--- src/hdl/sbc2u8_pkg.sv ---
package sbc2u8_pkg;

    typedef logic [7:0]  t_byte;
    typedef logic [15:0] t_code_point;
    typedef logic [1:0]  t_byte_count;

    // Largest code points for the one- and two-byte UTF-8 forms.
    localparam t_code_point CP_ONE_BYTE_MAX = 16'h007F;
    localparam t_code_point CP_TWO_BYTE_MAX = 16'h07FF;

    // Lead and continuation byte markers.
    localparam t_byte UTF8_LEAD2 = 8'hC0;
    localparam t_byte UTF8_LEAD3 = 8'hE0;
    localparam t_byte UTF8_CONT  = 8'h80;

    localparam t_byte_count COUNT_ONE   = 2'd1;
    localparam t_byte_count COUNT_TWO   = 2'd2;
    localparam t_byte_count COUNT_THREE = 2'd3;

    // Code points for the upper half of the character set, indexed by byte - 0x80.
    localparam t_code_point HIGH_MAP [128] = '{
        16'h00C4, 16'h00C5, 16'h00C7, 16'h00C9, 16'h00D1, 16'h00D6, 16'h00DC, 16'h00E1,
        16'h00E0, 16'h00E2, 16'h00E4, 16'h00E3, 16'h00E5, 16'h00E7, 16'h00E9, 16'h00E8,
        16'h00EA, 16'h00EB, 16'h00ED, 16'h00EC, 16'h00EE, 16'h00EF, 16'h00F1, 16'h00F3,
        16'h00F2, 16'h00F4, 16'h00F6, 16'h00F5, 16'h00FA, 16'h00F9, 16'h00FB, 16'h00FC,
        16'h2020, 16'h00B0, 16'h00A2, 16'h00A3, 16'h00A7, 16'h2022, 16'h00B6, 16'h00DF,
        16'h00AE, 16'h00A9, 16'h2122, 16'h00B4, 16'h00A8, 16'h2260, 16'h00C6, 16'h00D8,
        16'h221E, 16'h00B1, 16'h2264, 16'h2265, 16'h00A5, 16'h00B5, 16'h2202, 16'h2211,
        16'h220F, 16'h03C0, 16'h222B, 16'h00AA, 16'h00BA, 16'h03A9, 16'h00E6, 16'h00F8,
        16'h00BF, 16'h00A1, 16'h00AC, 16'h221A, 16'h0192, 16'h2248, 16'h2206, 16'h00AB,
        16'h00BB, 16'h2026, 16'h00A0, 16'h00C0, 16'h00C3, 16'h00D5, 16'h0152, 16'h0153,
        16'h2013, 16'h2014, 16'h201C, 16'h201D, 16'h2018, 16'h2019, 16'h00F7, 16'h25CA,
        16'h00FF, 16'h0178, 16'h2044, 16'h20AC, 16'h2039, 16'h203A, 16'hFB01, 16'hFB02,
        16'h2021, 16'h00B7, 16'h201A, 16'h201E, 16'h2030, 16'h00C2, 16'h00CA, 16'h00C1,
        16'h00CB, 16'h00C8, 16'h00CD, 16'h00CE, 16'h00CF, 16'h00CC, 16'h00D3, 16'h00D4,
        16'hF8FF, 16'h00D2, 16'h00DA, 16'h00DB, 16'h00D9, 16'h0131, 16'h02C6, 16'h02DC,
        16'h00AF, 16'h02D8, 16'h02D9, 16'h02DA, 16'h00B8, 16'h02DD, 16'h02DB, 16'h02C7
    };

endpackage

--- src/hdl/single_byte_charset_to_utf8_top.sv ---
// An accepted byte is registered in stages A, B and C; stage D then offers its first UTF-8 byte.
// One UTF-8 byte leaves per cycle while the receiver does not stall; the single-byte output
// port sets this rate. A character is 1 byte for ASCII, 2 for code points up to 0x7FF, 3 above.
// Input transactions are taken every cycle while the characters are ASCII and the output does
// not stall. Longer characters fill the three buffer stages, and the input then stalls.
// Reset (i_rst_n low, synchronous) empties every pipeline stage; no other state exists.
module single_byte_charset_to_utf8_top (
    input  logic              i_clk,
    input  logic              i_rst_n,
    // Input channel: one legacy character byte per transaction.
    input  logic              i_valid,
    output logic              o_stall,
    input  sbc2u8_pkg::t_byte i_char_byte,
    input  logic              i_string_end,
    // Output channel: one UTF-8 byte per transaction.
    output logic              o_valid,
    input  logic              i_stall,
    output sbc2u8_pkg::t_byte o_utf8_byte,
    output logic              o_char_last,
    output logic              o_string_last
);
    import sbc2u8_pkg::*;

    // Stage A holds the accepted input byte.
    logic        r_a_valid;
    t_byte       r_a_byte;
    logic        r_a_end;

    // Stage B holds the code point after the table lookup.
    logic        r_b_valid;
    t_code_point r_b_cp;
    logic        r_b_end;
    t_code_point n_b_cp;

    // Stage C holds the encoded character: up to three bytes and their count.
    logic        r_c_valid;
    t_byte       r_c_bytes [3];
    t_byte_count r_c_cnt;
    logic        r_c_end;
    t_byte       n_c_bytes [3];
    t_byte_count n_c_cnt;

    // Stage D is the output serializer. The byte on the port is always entry 0;
    // the remaining bytes shift down as each output transaction completes.
    logic        r_d_valid;
    t_byte       r_d_bytes [3];
    t_byte_count r_d_rem;
    logic        r_d_end;

    // Handshake between stages. A stage may load when it is empty or when its
    // current contents move on in the same cycle, so nothing is lost or repeated.
    logic        d_take;
    logic        d_free;
    logic        c_ready;
    logic        b_ready;
    logic        a_ready;

    assign d_take  = r_d_valid && !i_stall;
    assign d_free  = !r_d_valid || (d_take && (r_d_rem == COUNT_ONE));
    assign c_ready = !r_c_valid || d_free;
    assign b_ready = !r_b_valid || c_ready;
    assign a_ready = !r_a_valid || b_ready;

    assign o_stall = !a_ready;

    // ASCII bytes are their own code point; the upper half goes through the table.
    always_comb begin
        if (r_a_byte[7]) begin
            n_b_cp = HIGH_MAP[r_a_byte[6:0]];
        end else begin
            n_b_cp = {8'h00, r_a_byte};
        end
    end

    // UTF-8 encoding of the code point in stage B. Unused byte slots are don't-care
    // but are driven to zero to keep the logic defined.
    always_comb begin
        n_c_bytes[0] = '0;
        n_c_bytes[1] = '0;
        n_c_bytes[2] = '0;
        if (r_b_cp <= CP_ONE_BYTE_MAX) begin
            n_c_bytes[0] = r_b_cp[7:0];
            n_c_cnt      = COUNT_ONE;
        end else if (r_b_cp <= CP_TWO_BYTE_MAX) begin
            n_c_bytes[0] = UTF8_LEAD2 | {3'b000, r_b_cp[10:6]};
            n_c_bytes[1] = UTF8_CONT  | {2'b00, r_b_cp[5:0]};
            n_c_cnt      = COUNT_TWO;
        end else begin
            n_c_bytes[0] = UTF8_LEAD3 | {4'h0, r_b_cp[15:12]};
            n_c_bytes[1] = UTF8_CONT  | {2'b00, r_b_cp[11:6]};
            n_c_bytes[2] = UTF8_CONT  | {2'b00, r_b_cp[5:0]};
            n_c_cnt      = COUNT_THREE;
        end
    end

    // Valid bits of every stage; these are the only registers that reset clears.
    always_ff @(posedge i_clk) begin
        if (!i_rst_n) begin
            r_a_valid <= 1'b0;
            r_b_valid <= 1'b0;
            r_c_valid <= 1'b0;
            r_d_valid <= 1'b0;
        end else begin
            if (a_ready) begin
                r_a_valid <= i_valid;
            end
            if (b_ready) begin
                r_b_valid <= r_a_valid;
            end
            if (c_ready) begin
                r_c_valid <= r_b_valid;
            end
            if (d_free) begin
                r_d_valid <= r_c_valid;
            end
        end
    end

    // Payload registers travel with their valid bits and hold while stalled.
    always_ff @(posedge i_clk) begin
        if (a_ready) begin
            r_a_byte <= i_char_byte;
            r_a_end  <= i_string_end;
        end
        if (b_ready) begin
            r_b_cp  <= n_b_cp;
            r_b_end <= r_a_end;
        end
        if (c_ready) begin
            r_c_bytes <= n_c_bytes;
            r_c_cnt   <= n_c_cnt;
            r_c_end   <= r_b_end;
        end
        if (d_free) begin
            r_d_bytes <= r_c_bytes;
            r_d_rem   <= r_c_cnt;
            r_d_end   <= r_c_end;
        end else if (d_take) begin
            // More bytes of this character remain: shift the next one to the port.
            r_d_bytes[0] <= r_d_bytes[1];
            r_d_bytes[1] <= r_d_bytes[2];
            r_d_rem      <= r_d_rem - COUNT_ONE;
        end
    end

    // The string-end mark appears only on the last byte of its character.
    assign o_valid       = r_d_valid;
    assign o_utf8_byte   = r_d_bytes[0];
    assign o_char_last   = (r_d_rem == COUNT_ONE);
    assign o_string_last = r_d_end && (r_d_rem == COUNT_ONE);

endmodule

--- config.mk ---
export PLATFORM = sky130hd
export DESIGN_NAME = single_byte_charset_to_utf8_top
export DESIGN_NICKNAME = d
export VERILOG_FILES = /design/src/hdl/sbc2u8_pkg.sv /design/src/hdl/single_byte_charset_to_utf8_top.sv
export SDC_FILE = /design/constraint.sdc
export NUM_CORES = 1
export LEC_CHECK = 0
export BUFFER_PORTS_ARGS = -buffer_cell sky130_fd_sc_hd__buf_4
export CAP_MARGIN = 20
export CORE_UTILIZATION = 55
export DETAILED_ROUTE_END_ITERATION = 10
export GPL_TIMING_DRIVEN = 0
export PLACE_DENSITY_LB_ADDON = 0.08
export SLEW_MARGIN = 20
export SYNTH_ARGS = -nofsm -noshare
export SYNTH_HDL_FRONTEND = slang
export SYNTH_SLANG_ARGS = --single-unit
export TNS_END_PERCENT = 30
--- constraint.sdc ---
create_clock -name i_clk -period 3.4 [get_ports i_clk]
set_clock_uncertainty 0.1 [all_clocks]
set_input_delay 0.17 -clock i_clk [delete_from_list [all_inputs] [get_ports i_clk]]
set_output_delay 0.17 -clock i_clk [all_outputs]
set_load 0.1 [all_outputs]
==> results by group <==
Global route
  – First-pass GRT wire length: 22.13 mm
  – Largest net degree at the start of global routing: 25
  – Vias in the first global route: 4,186
  – Global Route Usage Sum: 32.79%
  – Gr ovfl total: 0
  – Initial antenna violation count: 0

Floorplan
  – Row count: 33
  – Core area: 0.008382 mm2
  – Die height: 96.19 um
  – I/O pins: 25
  – Die area: 0.009253 mm2
  – Die Width: 96.19 um
  – Initial Utilization: 58.22%

Drt
  – 1st-iter DRT viols: 579
  – Final WL: 14.39 mm
  – Vias post-DR: 4,429
  – # DRC: 0
  – Met1 WL: 5.226 mm
  – Drt pass-1 iters: 7
  – Routed Antenna Nets: 0
  – Routed wl met3: 1.658 mm
  – Top Layer Used: met4
  – Metal2 WL: 6.636 mm
  – Via density: 6.561
  – WL/cell: 21.31 um

STA
  – Hold slack: 0.3161 ns
  – Slew Viols, Final: 0
  – Period Utilization, post-route: 95.15%
  – Final WS setup: 0.1649 ns
  – Final TNS setup: 0 ns
  – Final Hold Vio Count: 0
  – F_max: 0.3091 GHz
  – Post-route minimum period: 3.235 ns
  – Actual slew at the worst max-slew pin: 0.9520 ns
  – Setup violators final: 0
  – RSZ-0062 raised after global routing: false
  – Rel. slew slack: 36.38%

Worst setup path
  – Critical path class: reg2reg
  – CP Cell Sequence: buf_2 > buf_2 > inv_1 > ha_2 > buf_2 > inv_1 > a2bb2oi_2 > o2111ai_1 > or3_1 > and3_1
  – Most used cell, CP: buf_2
  – Critical path depth: 10
  – R2R depth: 10
  – Critical Path Source Type: flip-flop
  – CP arrival: 3.23 ns
  – Critical Path Max Stage Delay: 0.43 ns
  – Worst Path Required: 3.39 ns
  – Worst path top cell family by delay: buffers and inverters
  – Critical Path Fanout Max: 10
  – Slowest-stage cell, CP: edfxtp_1
  – Critical Path Sink Type: flip-flop
  – CP bufs+invs: 5

Synth
  – Sequential area share after synthesis: 45.95%
  – Post-Syn Instances: 516
  – Post-synthesis xor/xnor area fraction: 0.1795%
  – Dominant combinational cell family by area after synthesis: compound AO/OA/AOI/OAI gates
  – Synth Flop Type: edfxtp_1
  – Synth Cell Area: 0.004880 mm2
  – Post-synthesis async set-or-reset flop share: 0%
  – Syn Area/Cell: 9.457 um2
  – Yosys cell types: 70
  – Synthesis Warnings: 0
  – Post-synthesis mux area share: 2.615%
  – Synth Area in Compound Gates: 20.13%
  – Post-synth EDFFs: 72
  – Adder-Cell Fraction of Synth Area: 3.333%
  – Yosys reg bits: 76
  – Mapped Nets: 542
  – Fraction of the mapped netlist area in simple logic gates: 19.54%

CTS
  – H-tree depth: 3
  – CTS tree: yes
  – Total CTS buffers: 9
  – Clock root cell: clkbuf_8
  – Clock sinks: 76
  – Clock latency on the worst-skew pair: 0.35 ns
  – Clk buf depth: 2
  – Reg clk slew, reported paths: 0.09 ns

Place
  – I/O Buffers: 24
  – GP Congestion: 1.083
  – DP Worst Slack: 0.1478 ns
  – DP HPWL: 9.945 mm
  – Placed cell count: 645
  – Post-DP Area: 0.005191 mm2

Power and ir drop
  – Pwr Total: 2.556 mW
  – Leak Pwr: 2.238 nW
  – Pwr per Cell Area: 461.8 mW/mm2
  – Peak VDD IR: 0.0002664 V

Layout
  – # diodes: 0
  – # nets final: 591
  – Synth-to-layout area growth: 13.44%
  – Fillers: 695
  – Share of cells above drive strength 1: 17.72%
  – Final core utilization: 66.04%
  – Non-filler cells, final: 675
  – Final Instance Area: 0.005535 mm2

Run
  – # Max-Cap Violations: 0

Status
  – Status: finished clean

Hold path
  – Worst hold path depth: 0
  – Hold Path Class: reg2reg
cells in the final DEF (no fill, tap or decap), drive strengths merged, types with 3 or more instances in the layout:
| master | n |
|---|---|
| a221o | 4 |
| nor2 | 32 |
| dlygate4sd3 | 12 |
| clkinv | 3 |
| a221oi | 4 |
| edfxtp | 72 |
| a311oi | 5 |
| a31oi | 11 |
| a211o | 4 |
| o21ai | 22 |
| o21a | 3 |
| buf | 70 |
| o211ai | 6 |
| o2111ai | 6 |
| a2bb2oi | 5 |
| inv | 21 |
| nor3 | 13 |
| a21oi | 33 |
| or3 | 3 |
| nand4 | 3 |
| and2 | 3 |
| nand2 | 94 |
| nor2b | 20 |
| a22oi | 5 |
| nand3 | 9 |
| dfxtp | 4 |
| mux2 | 4 |
| o221ai | 3 |
| clkbuf | 19 |
| a211oi | 8 |
| mux2i | 6 |
| nand2b | 13 |
| ha | 13 |
kinds of logic after synthesis:
logic type,after synthesis
compound gates,140
xor+xnor,1
fa+ha+maj,13
buf+inv,74
flops,76
mux,11
simple gates,201
area by class of cell:
cell class	instances	area [um2]	area share [%]
flip-flops and latches	76	2242	40.51
multi-input cells	366	2237	40.42
plain buffers	54	327.8	5.922
repair buffers	38	315.3	5.696
well taps	105	131.4	2.373
clock buffers	9	123.9	2.238
clock inverters	7	82.58	1.492
inverters	20	75.07	1.356
registers in the layout, indices dropped and copies added, names as in the netlist:
name         count
r_d_end          1
r_c_bytes       22
r_a_byte         8
r_c_end          1
r_a_valid        1
r_d_rem          2
o_valid          1
r_c_cnt          1
r_a_end          1
r_d_bytes       14
o_utf8_byte      8
r_c_valid        1
r_b_cp          13
r_b_end          1
r_b_valid        1
synth_stat cells (10+ instances only):
| cell type | instances | share of area, % |
|---|---|---|
| a21oi_1 | 32 | 3.3 |
| a31oi_1 | 11 | 1.4 |
| buf_2 | 22 | 2.3 |
| buf_4 | 14 | 2.2 |
| clkbuf_1 | 10 | 0.77 |
| edfxtp_1 | 72 | 44 |
| ha_1 | 13 | 3.3 |
| inv_1 | 17 | 1.3 |
| nand2_1 | 93 | 7.2 |
| nand2b_1 | 12 | 1.5 |
| nor2_1 | 31 | 2.4 |
| nor2b_1 | 19 | 2.4 |
| nor3_1 | 12 | 1.2 |
| o21ai_0 | 21 | 2.2 |
power by group:
| part | total [mW] | switching, mW | internal [mW] |
|---|---|---|---|
| Clock | 0.714 | 0.363 | 0.351 |
| Sequential | 1.18 | 0.0390 | 1.14 |
| Combinational | 0.661 | 0.448 | 0.213 |
| Total | 2.56 | 0.850 | 1.71 |
metal layers:
layer / up-vias / GRT usage [%]
met5: - / 0
met2: 349 / 53.07
met4: 0 / 19.65
met1: 2008 / 39.30
li1: 1986 / -
met3: 86 / 8.136
what timing repair did:
item                                    in CTS  in global routing
buffers inserted                             0                  2
hold buffers                                12                  0
gates resized for setup                      0                  1
endpoints found under the setup margin       0                  1
endpoints found under the hold margin       13                  0
path summary, 6_finish.rpt:
| check | from | end | slack (ns) |
|---|---|---|---|
| max reg2reg | r_a_byte[1]$_DFFE_PN_ | r_b_cp[0]$_DFFE_PP_ | 0.16 |
| min | r_c_bytes[3]$_SDFFCE_PP0P_ | r_d_bytes[3]$_DFFE_PN_ | 0.32 |
| max | r_a_byte[1]$_DFFE_PN_ | r_b_cp[0]$_DFFE_PP_ | 0.16 |
| min reg2reg | r_c_bytes[3]$_SDFFCE_PP0P_ | r_d_bytes[3]$_DFFE_PN_ | 0.32 |
(Power assumes the default switching activity.)
